--- config.mk ---
export PLATFORM = sky130hd
export DESIGN_NAME = vcg_mul
export DESIGN_NICKNAME = d
export VERILOG_FILES = /design/src/rtl/vcg_pkg.sv /design/src/rtl/vcg_mul.sv
export SDC_FILE = /design/constraint.sdc
export NUM_CORES = 2
export LEC_CHECK = 0
export BUFFER_PORTS_ARGS = -buffer_cell sky130_fd_sc_hd__buf_4
export CORE_UTILIZATION = 30
export CTS_CLUSTER_DIAMETER = 30
export DETAILED_ROUTE_END_ITERATION = 16
export PLACE_DENSITY_LB_ADDON = 0.08
export SLEW_MARGIN = 25
export SYNTH_ARGS = -nofsm -noshare
export SYNTH_HDL_FRONTEND = slang
export SYNTH_SLANG_ARGS = --single-unit
--- constraint.sdc ---
create_clock -name clk -period 25 [get_ports clk]
set_input_delay 6.25 -clock clk [delete_from_list [all_inputs] [get_ports clk]]
set_output_delay 6.25 -clock clk [all_outputs]
set_load 0.02 [all_outputs]
--- src/rtl/vcg_pkg.sv ---
// ----------------------------------------------------------------------------
// vcg_pkg
// Shared constants, codes and helper functions for the visibility gridder.
// ----------------------------------------------------------------------------
package vcg_pkg;

	localparam int MAX_GRID_SIDE = 256;
	localparam int KERNEL_TAPS   = 7;
	localparam int OVERSAMPLE    = 64;
	localparam int HALF_TAPS     = KERNEL_TAPS / 2;
	localparam int KTAB_DEPTH    = KERNEL_TAPS * OVERSAMPLE / 2 + 1;
	localparam int MIN_SIDE      = 8;
	localparam int CFRAC         = 24;
	localparam int OS_SHIFT      = CFRAC - $clog2(OVERSAMPLE);

	localparam int GIW    = $clog2(MAX_GRID_SIDE);      // row / col index bits
	localparam int GAW    = 2 * GIW;                    // grid address bits
	localparam int SIDE_W = GIW + 1;
	localparam int KIW    = $clog2(KTAB_DEPTH);
	localparam int TAPW   = $clog2(KERNEL_TAPS);
	localparam int CW     = CFRAC + GIW;                // wrapped coordinate bits
	localparam int PW     = SIDE_W + 2;                 // signed pixel bits
	localparam int DW     = CW + 5;                     // tap offset bits
	localparam int KVW    = 18;                         // kernel value bits
	localparam int TW     = 20;                         // tap weight bits
	localparam int MW     = 25;                         // multiplier operand bits
	localparam int PRW    = 2 * MW;                     // product bits
	localparam int CELL_W = 128;

	localparam logic [1:0] ACT_LOAD  = 2'd0;
	localparam logic [1:0] ACT_GRID  = 2'd1;
	localparam logic [1:0] ACT_READ  = 2'd2;
	localparam logic [1:0] ACT_CLEAR = 2'd3;

	localparam logic [1:0] ST_DONE   = 2'd0;
	localparam logic [1:0] ST_REJECT = 2'd1;
	localparam logic [1:0] ST_RANGE  = 2'd2;

	typedef struct packed {
		logic           ok;
		logic [KIW-1:0] idx;
	} tap_idx_t;

	typedef struct packed {
		logic           ok;
		logic [GIW-1:0] pix;
	} pix_t;

	// signed pixel of tap i around rounded coordinate r
	function automatic logic signed [PW-1:0] tap_pixel(input logic [SIDE_W-1:0] r,
			input logic [TAPW-1:0] i);
		tap_pixel = $signed({2'b00, r}) + $signed({{(PW-TAPW){1'b0}}, i})
			- PW'(HALF_TAPS);
	endfunction

	// table slot |trunc((c - p) * OVERSAMPLE)|
	function automatic tap_idx_t tap_index(input logic [CW-1:0] c,
			input logic [SIDE_W-1:0] r, input logic [TAPW-1:0] i);
		logic signed [PW-1:0] p;
		logic signed [DW-1:0] d;
		logic [DW-1:0]        ad;
		logic [DW-1:0]        g;
		p  = tap_pixel(r, i);
		d  = $signed({{(DW-CW){1'b0}}, c})
			- $signed({{(DW-PW-CFRAC){p[PW-1]}}, p, {CFRAC{1'b0}}});
		ad = d[DW-1] ? DW'(-d) : DW'(d);
		g  = ad >> OS_SHIFT;
		tap_index.ok  = (g < DW'(KTAB_DEPTH));
		tap_index.idx = g[KIW-1:0];
	endfunction

	// one wrap into the grid, then range check
	function automatic pix_t wrap_pix(input logic signed [PW-1:0] p,
			input logic [SIDE_W-1:0] side);
		logic signed [PW-1:0] s;
		logic signed [PW-1:0] w;
		s = $signed({2'b00, side});
		if (p < 0)
			w = p + s;
		else if (p >= s)
			w = p - s;
		else
			w = p;
		wrap_pix.ok  = (w >= 0) && (w < s);
		wrap_pix.pix = w[GIW-1:0];
	endfunction

	// round half up, drop 16 fraction bits
	function automatic logic signed [TW-1:0] rnd16(input logic signed [PRW-1:0] p);
		logic signed [PRW-1:0] s;
		s = p + PRW'(32768);
		rnd16 = s[TW+15:16];
	endfunction

	function automatic logic signed [31:0] sat_add(input logic signed [31:0] a,
			input logic signed [TW-1:0] b);
		logic signed [32:0] s;
		s = {a[31], a} + {{(33-TW){b[TW-1]}}, b};
		if (s > 33'sh0_7FFF_FFFF)
			sat_add = 32'sh7FFF_FFFF;
		else if (s < -33'sh0_8000_0000)
			sat_add = 32'sh8000_0000;
		else
			sat_add = s[31:0];
	endfunction

endpackage

--- src/rtl/vcg_mul.sv ---
// ----------------------------------------------------------------------------
// vcg_mul
// Shared signed multiplier with a registered product.
// ----------------------------------------------------------------------------
module vcg_mul (
	input  logic                             clk,
	input  logic signed [vcg_pkg::MW-1:0]    a,
	input  logic signed [vcg_pkg::MW-1:0]    b,
	output logic signed [vcg_pkg::PRW-1:0]   prod
);

	logic signed [vcg_pkg::PRW-1:0] prod_q;

	always_ff @(posedge clk) begin
		prod_q <= a * b;
	end

	assign prod = prod_q;

endmodule

==> impl_metrics.ini <==
[drt]
first_iter_violations = 810
drc = 0
drtAntennaViolNets = 0
viasPerCell = 4.534
dr.pass1.iters = 5
vias = 16410
wl_per_cell_um = 20.66
drt_wl_total_um = 74760

[cells_and_area]
final_common_cell = inv_1
layout_common_cells = inv_1 (699), fa_1 (658), and2_1 (320), nand2_1 (308), ha_1 (141)
nets = 3418
num_antenna_cells = 0
fin_util_pct = 32.70
syn2layout_area_growth_pct = 7.703
drive_gt1_share_pct = 4.671
finalInstanceArea_mm2 = 0.02587
largest_register_ffs = 50

[global_routing]
grt_pass1_vias = 18950
grtUsageTotal_pct = 19.37
grt_max_degree = 27
antenna_found_initial = 1
grt_pass1_wl_um = 117400
grt-ovfl-total = 0

[min_path]
hold_depth = 2
worstHoldStart = b[0]
min_to = prod[0]
hold_path.class = input port to flip-flop

[yosys]
synth_fa_ha_area_share_pct = 62.18
synth-compound-area-share_pct = 3.938
synthXorXnorAreaFrac_pct = 2.115
yosys_warnings = 0
synth_top_family_by_area = adder cells
ys_seq_elements = 50
ys_async_sr_fraction_pct = 0
synth_top_area_cell = fa_1
synthCells = 2562
synth_area_mm2 = 0.02402
synth-simple-area-share_pct = 15.01
syn_area_per_cell_um2 = 9.377
synth.area.top_cells = fa_1 (55%), inv_1 (11%), and2_1 (8.3%)
yosysSeqAreaShare_pct = 4.167
synth_edf_count = 0
synth_top_area_share_pct = 54.83
synth_nets = 3412
muxShareOfSynthArea_pct = 0.04688
yosysUniqueCellTypes = 48
ys.flop_type = dfxtp_1

[floorplan]
coreArea_mm2 = 0.07913
io_pins = 101
die_w_um = 285.0
num_rows = 103
start_util_pct = 30.36
die_h_um = 285.0
die-area_mm2 = 0.08121

[setup_path]
cp-start-kind = input port
cp_common_cell = fa_1
worst_ep_required_time_ns = 25.27
crit_fanout = 25
criticalPathCategory = input port to flip-flop
cpPeakStageDelay_ns = 1.01
crit_chain = buf_4, nand2_1, inv_1, fa_1, inv_1, fa_1, inv_1, fa_1, inv_1, fa_1, fa_1, fa_1, fa_1, inv_1, ha_1, nand4_1, o21ai_0, nand3_1, a2bb2oi_1, o41ai_2, o221ai_1, xnor2_1
crit_slowest_cell = fa_1
critPathArrivalTime_ns = 13.98
end_kind = flip-flop

[job]
maxCapViolations = 0

[cts]
htreeDepth = 2
cts_inserted_buffers = 5
post_cts_resized = 0
path_clk_slew_ns = 0.12
root_buffer = clkbuf_16
cts_tree = done
clk_path_buf_depth = 2
postCtsHoldBufs = 0
clkSinkCount = 50
cts_setup_buffers = 0

[run_status]
status = finished, final reports clean

[timing]
relSlewSlack_pct = 42.40
slew_viol_final = 0
finalSetupViolations = 0
max_freq_mhz = 72.91
hold_viol_final = 0
setup_tns_ns = 0
fin_crit_ns = 13.72
rsz0062_at_grt = no
final.period_utilization_pct = 54.86
worstMarginPinSlew_ns = 0.8528
setup_slack_ns = 11.29

[placed_design]
dpl_cell_area_mm2 = 0.02572
dpl.hpwl_um = 58840
post-place-ws_ns = 10.82
gp_congestion = 0.7990
portBuffers = 100
logic make-up (layout without fill, tap and decap cells):
logic type / Yosys count / in the layout
AO/OA/AOI/OAI: 137 / 137
adder cells (fa/ha/maj): 799 / 799
AND/OR/NAND/NOR: 714 / 714
buffers and inverters: 803 / 810
flip-flops: 50 / 50
XOR/XNOR: 58 / 58
multiplexers: 1 / 1
per-layer routing:
| layer | part of all wire [%] | track usage [%] | vias to the layer above |
|---|---|---|---|
| li1 | - | - | 7270 |
| met1 | 44 | 26.07 | 8772 |
| met2 | 51 | 33.94 | 303 |
| met3 | 3.1 | 1.672 | 60 |
| met4 | 1.8 | 3.930 | 2 |
| met5 | 0.021 | 0 | - |
stage by stage:
stage	hold slack [ns]	cells
finish	6.308	3619
global placement	6.662	3611
floorplan	6.377	2562
detailed placement	6.660	3611
global route	6.318	3619
CTS	6.283	3619
worst max-delay path, delay by kind of cell:
family	cells	cell delay [ns]
xor+xnor	1	0.17
simple gates	3	0.56
fa+ha+maj	8	5.11
buf+inv	6	1.05
compound gates	4	0.80
synthesized netlist by cell type (all sizes together), types with 22 or more instances:
cell	instances
dfxtp	50
nor2	30
xnor2	39
a21o	22
fa	658
ha	141
and2	320
a21oi	44
inv	699
o21ai	26
nand2	308
clkbuf	104
cell type report:
cell class	instances	area, µm²
Inverter	699	2624
Clock inverter	3	28.78
Sequential cell	50	1001
Clock buffer	5	125.1
Multi-Input combinational cell	1709	20010
Tap cell	1050	1314
Fill cell	8474	53250
Timing Repair Buffer	103	773.2
worst max path at each step:
stage	end	slack [ns]	startpoint
2_1_floorplan	prod[47]	12.13	a[24]
3_3_place_gp	prod[49]	10.86	a[24]
3_5_place_dp	prod[49]	10.82	a[24]
4_1_cts	prod[49]	11.19	a[24]
5_1_grt	prod[47]	10.88	a[24]
6_report	prod[49]	11.29	a[24]
Power is left out: the tool's default activity adds up to more than one toggle a clock period on the data nets, which glitch-free logic cannot reach.
