--- config.mk ---
export PLATFORM = sky130hd
export DESIGN_NAME = vcg_ktab
export DESIGN_NICKNAME = d
export VERILOG_FILES = /design/src/rtl/vcg_pkg.sv /design/src/rtl/vcg_ktab.sv
export SDC_FILE = /design/constraint.sdc
export NUM_CORES = 2
export LEC_CHECK = 0
export BUFFER_PORTS_ARGS = -buffer_cell sky130_fd_sc_hd__clkbuf_2
export CAP_MARGIN = 5
export CELL_PAD_IN_SITES_DETAIL_PLACEMENT = 0
export CELL_PAD_IN_SITES_GLOBAL_PLACEMENT = 1
export CORE_MARGIN = 5
export CORE_UTILIZATION = 40
export DETAILED_ROUTE_END_ITERATION = 10
export GPL_ROUTABILITY_DRIVEN = 0
export PLACE_DENSITY_LB_ADDON = 0.1
export SLEW_MARGIN = 40
export SYNTH_ARGS = -nofsm -noshare
export SYNTH_HDL_FRONTEND = slang
export SYNTH_SLANG_ARGS = --single-unit
--- constraint.sdc ---
create_clock -name clk -period 2.42 [get_ports clk]
set_input_delay 0.121 -clock clk [delete_from_list [all_inputs] [get_ports clk]]
set_output_delay 0.121 -clock clk [all_outputs]
set_load 0.01 [all_outputs]
--- src/rtl/vcg_pkg.sv ---
// ----------------------------------------------------------------------------
// vcg_pkg
// Shared constants, codes and helper functions for the visibility gridder.
// ----------------------------------------------------------------------------
package vcg_pkg;

	localparam int MAX_GRID_SIDE = 256;
	localparam int KERNEL_TAPS   = 7;
	localparam int OVERSAMPLE    = 64;
	localparam int HALF_TAPS     = KERNEL_TAPS / 2;
	localparam int KTAB_DEPTH    = KERNEL_TAPS * OVERSAMPLE / 2 + 1;
	localparam int MIN_SIDE      = 8;
	localparam int CFRAC         = 24;
	localparam int OS_SHIFT      = CFRAC - $clog2(OVERSAMPLE);

	localparam int GIW    = $clog2(MAX_GRID_SIDE);      // row / col index bits
	localparam int GAW    = 2 * GIW;                    // grid address bits
	localparam int SIDE_W = GIW + 1;
	localparam int KIW    = $clog2(KTAB_DEPTH);
	localparam int TAPW   = $clog2(KERNEL_TAPS);
	localparam int CW     = CFRAC + GIW;                // wrapped coordinate bits
	localparam int PW     = SIDE_W + 2;                 // signed pixel bits
	localparam int DW     = CW + 5;                     // tap offset bits
	localparam int KVW    = 18;                         // kernel value bits
	localparam int TW     = 20;                         // tap weight bits
	localparam int MW     = 25;                         // multiplier operand bits
	localparam int PRW    = 2 * MW;                     // product bits
	localparam int CELL_W = 128;

	localparam logic [1:0] ACT_LOAD  = 2'd0;
	localparam logic [1:0] ACT_GRID  = 2'd1;
	localparam logic [1:0] ACT_READ  = 2'd2;
	localparam logic [1:0] ACT_CLEAR = 2'd3;

	localparam logic [1:0] ST_DONE   = 2'd0;
	localparam logic [1:0] ST_REJECT = 2'd1;
	localparam logic [1:0] ST_RANGE  = 2'd2;

	typedef struct packed {
		logic           ok;
		logic [KIW-1:0] idx;
	} tap_idx_t;

	typedef struct packed {
		logic           ok;
		logic [GIW-1:0] pix;
	} pix_t;

	// signed pixel of tap i around rounded coordinate r
	function automatic logic signed [PW-1:0] tap_pixel(input logic [SIDE_W-1:0] r,
			input logic [TAPW-1:0] i);
		tap_pixel = $signed({2'b00, r}) + $signed({{(PW-TAPW){1'b0}}, i})
			- PW'(HALF_TAPS);
	endfunction

	// table slot |trunc((c - p) * OVERSAMPLE)|
	function automatic tap_idx_t tap_index(input logic [CW-1:0] c,
			input logic [SIDE_W-1:0] r, input logic [TAPW-1:0] i);
		logic signed [PW-1:0] p;
		logic signed [DW-1:0] d;
		logic [DW-1:0]        ad;
		logic [DW-1:0]        g;
		p  = tap_pixel(r, i);
		d  = $signed({{(DW-CW){1'b0}}, c})
			- $signed({{(DW-PW-CFRAC){p[PW-1]}}, p, {CFRAC{1'b0}}});
		ad = d[DW-1] ? DW'(-d) : DW'(d);
		g  = ad >> OS_SHIFT;
		tap_index.ok  = (g < DW'(KTAB_DEPTH));
		tap_index.idx = g[KIW-1:0];
	endfunction

	// one wrap into the grid, then range check
	function automatic pix_t wrap_pix(input logic signed [PW-1:0] p,
			input logic [SIDE_W-1:0] side);
		logic signed [PW-1:0] s;
		logic signed [PW-1:0] w;
		s = $signed({2'b00, side});
		if (p < 0)
			w = p + s;
		else if (p >= s)
			w = p - s;
		else
			w = p;
		wrap_pix.ok  = (w >= 0) && (w < s);
		wrap_pix.pix = w[GIW-1:0];
	endfunction

	// round half up, drop 16 fraction bits
	function automatic logic signed [TW-1:0] rnd16(input logic signed [PRW-1:0] p);
		logic signed [PRW-1:0] s;
		s = p + PRW'(32768);
		rnd16 = s[TW+15:16];
	endfunction

	function automatic logic signed [31:0] sat_add(input logic signed [31:0] a,
			input logic signed [TW-1:0] b);
		logic signed [32:0] s;
		s = {a[31], a} + {{(33-TW){b[TW-1]}}, b};
		if (s > 33'sh0_7FFF_FFFF)
			sat_add = 32'sh7FFF_FFFF;
		else if (s < -33'sh0_8000_0000)
			sat_add = 32'sh8000_0000;
		else
			sat_add = s[31:0];
	endfunction

endpackage

--- src/rtl/vcg_ktab.sv ---
// ----------------------------------------------------------------------------
// vcg_ktab
// Oversampled kernel table: one write port, one registered read port.
// ----------------------------------------------------------------------------
module vcg_ktab (
	input  logic                              clk,
	input  logic                              we,
	input  logic [vcg_pkg::KIW-1:0]           waddr,
	input  logic signed [vcg_pkg::KVW-1:0]    wdata,
	input  logic [vcg_pkg::KIW-1:0]           raddr,
	output logic signed [vcg_pkg::KVW-1:0]    rdata
);

	logic signed [vcg_pkg::KVW-1:0] mem [vcg_pkg::KTAB_DEPTH];
	logic signed [vcg_pkg::KVW-1:0] rdata_q;

	always_ff @(posedge clk) begin
		if (we)
			mem[waddr] <= wdata;
		rdata_q <= mem[raddr];
	end

	assign rdata = rdata_q;

endmodule

==> summary.md <==
| Metric | Value |
|---|---|
| Outcome | completed |
| Post-route insts no fill | 13285 |
| Critical path origin | raddr[2] |
| Pin count of the biggest net entering global routing | 134 |
| Post-synth top area share | 78.0% |
| Number of global-route vias before repair | 76782 |
| Die H | 634 µm |
| Global Route Usage Sum | 22.4% |
| Tcrit/Tclk final | 100% |
| Hold path start | waddr[4] |
| Final net count | 7757 |
| Reg2reg setup slack | 0.01 ns |
| Total number of yosys warnings | 0 |
| Clock latency on the worst-skew pair | 0.98 ns |
| Io pins | 54 |
| Synth Instances | 6593 |
| Drt pass-1 iters | 7 |
| Fillers | 31701 |
| Fmax | 413 MHz |
| Post-synthesis instance area | 156000 µm² |
| Worst slew margin | 38.5% |
| Worst-margin pin slew | 0.913 ns |
| Hold Vio Cnt, Final | 0 |
| Post-DP HPWL | 283 mm |
| Detail Route Antenna Nets | 0 |
| WS Path Type | input port to register |
| Terminus of the critical flop-to-flop path | rdata[15]$_DFF_P_ |
| EDFF count, synth | 4050 |
| Count leader, synth | edfxtp_1 |
| Post-route DRC violation count | 0 |
| Cells on Worst Hold Path | 4 |
| Crit path max fanout | 19 |
| Finish-stage setup viols | 0 |
| Most common flop cell mapped by yosys | edfxtp_1 |
| Worst reg2reg path depth | 6 |
| Syn Area/Cell | 23.7 µm² |
| 1st-iter DRT viols | 7874 |
| Max-cap viol count | 0 |
| CP required | 3.29 ns |
| Post-synthesis sequential element count | 4068 |
| Clock buffer count from CTS | 435 |
| Register area share after synthesis | 78.2% |
| Static Leak | 59.1 nW |
| Min cycle time layout | 2.42 ns |
| Post-synth top cells | 4050 x edfxtp_1, 1103 x mux4_2, 291 x nor2_1 |
| Synth async-reset ratio | 0% |
| Net Count, Synth | 6629 |
| Worst setup EP type | register |
| Yosys cell types | 56 |
| Layout cells sized above 1 | 38.0% |
| Via count | 75296 |
| Die X-Extent | 634 µm |
| Total Power | 151 mW |
| Core Util, Final | 48.0% |
| Initial Util | 40.1% |
| Arr. time, crit path | 3.29 ns |
| Post-CTS Setup Inserts | 0 |
| Core Box Area | 389000 µm² |
| Row cnt | 229 |
| Final hold slack | 0.0927 ns |
| Initial antenna violation count | 23 |
| DRT Wirelength | 454 mm |
| Die area | 402000 µm² |
| PortBufs | 53 |
| Wire per inst | 34.2 µm |
| Clock transition at path regs | 0.05 ns |
| Worst vdd ir | 0.000650 V |
| HP Class | input port to register |
| Clk buf depth | 4 |
| Vias per cell | 5.67 |
| Total grt overflow | 0 |
| Synthesis-to-finish area growth | 19.7% |
| Clk sinks | 4068 |
| Startpoint Class | input port |
| Synth area leaders | edfxtp_1 78%, mux4_2 16%, nor2_1 0.70% |
| Worst r2r src | mem[211][15]$_DFFE_PP_ |
| DP Worst Slack | -1.06 ns |
| Global-route wire length before repair | 631 mm |
| Clock root buffer | clkbuf_16 |
| Area leader, netlist | edfxtp_1 |
| Pwr per Cell Area | 810 nW/µm² |
| Clock Skew | 0.0548 ns |
| Fin. max-slew vios | 0 |
| Hold worst-path end | mem[50][6]$_DFFE_PP_ |
| Final worst slack | 0.000850 ns |
| H-tree Lvls | 5 |
| TritonCTS clock tree | yes |
| DP Cell Count | 12446 |
## what timing repair did
| item | CTS | global route |
|---|---|---|
| hold buffers | 32 | 0 |
| gates resized for setup | 34 | 26 |
| cloned | 0 | 0 |
| endpoints found under the setup margin | 12 | 13 |
| hold endpoints to repair | 3539 | 0 |
| pin swaps | 13 | 13 |
## critical path, cell delays in order
cell,delay (ns)
dlygate4sd3_1,0.56
buf_8,0.29
buf_4,0.22
or3b_2,0.56
buf_4,0.21
buf_4,0.13
o21ai_0,0.57
o41ai_1,0.20
buf_4,0.20
and3_1,0.15
## routing by layer
| layer | share of wire [%] | global-route usage [%] |
|---|---|---|
| met1 | 44 | 32.8 |
| met2 | 48 | 36.0 |
| met3 | 5.6 | 3.30 |
| met4 | 2.7 | 5.18 |
| met5 | 0 | 0 |
## report_power, final
part	internal, mW	switching (mW)	leakage, nW
clock	37.4	27.6	6.79
sequential	77.7	0.182	36.5
combinational	3.45	4.98	15.7
total	119	32.7	59.1
## area by class of cell
type	instances	area, µm²	share of cell area [%]
diodes	11	27.5	0.0147
clock buffers	537	11400	6.11
clock inverters	256	2450	1.31
inverters	4	27.5	0.0147
multi-input cells	2144	32400	17.4
flip-flops and latches	4068	122000	65.3
well taps	5197	6500	3.48
repair buffers	1068	11900	6.36
## cell families after synthesis
kind of cell	synth area share [%]
simple gates	1.47
compound gates	1.59
mux	17.2
buf+inv	1.56
flops	78.2
## metrics by stage
stage | TNS (ns) | area, µm²
floorplan | 0 | 156000
detailed placement | -12.71 | 172000
global placement | -13.34 | 172000
global route | -0.0253 | 187000
CTS | -0.182 | 186000
finish | 0 | 187000
## worst max-delay path by stage
stage,end,slack (ns)
6_report,rdata[10]$_DFF_P_,0.0009
5_1_grt,rdata[14]$_DFF_P_,-0.02
4_1_cts,rdata[14]$_DFF_P_,-0.05
3_5_place_dp,rdata[11]$_DFF_P_,-1.06
3_3_place_gp,rdata[15]$_DFF_P_,-1.36
2_1_floorplan,rdata[6]$_DFF_P_,0.04
## registers in the layout, summed over array words and instances, names as in the netlist
| register | flops |
|---|---|
| mem | 4050 |
| rdata | 18 |
## cell usage in the layout (no fill, tap or decap), types with 92 or more instances in the layout
cell type  synthesis  routed
nand2_1          109     108
mux2i_1          101     101
buf_4             37     688
clkinv_2           0      92
nor2_2             0     214
mux4_2          1103    1108
clkbuf_16          0     437
edfxtp_1        4050    4050
buf_12            13     292
No activity file was read; power rests on OpenSTA's default activity.
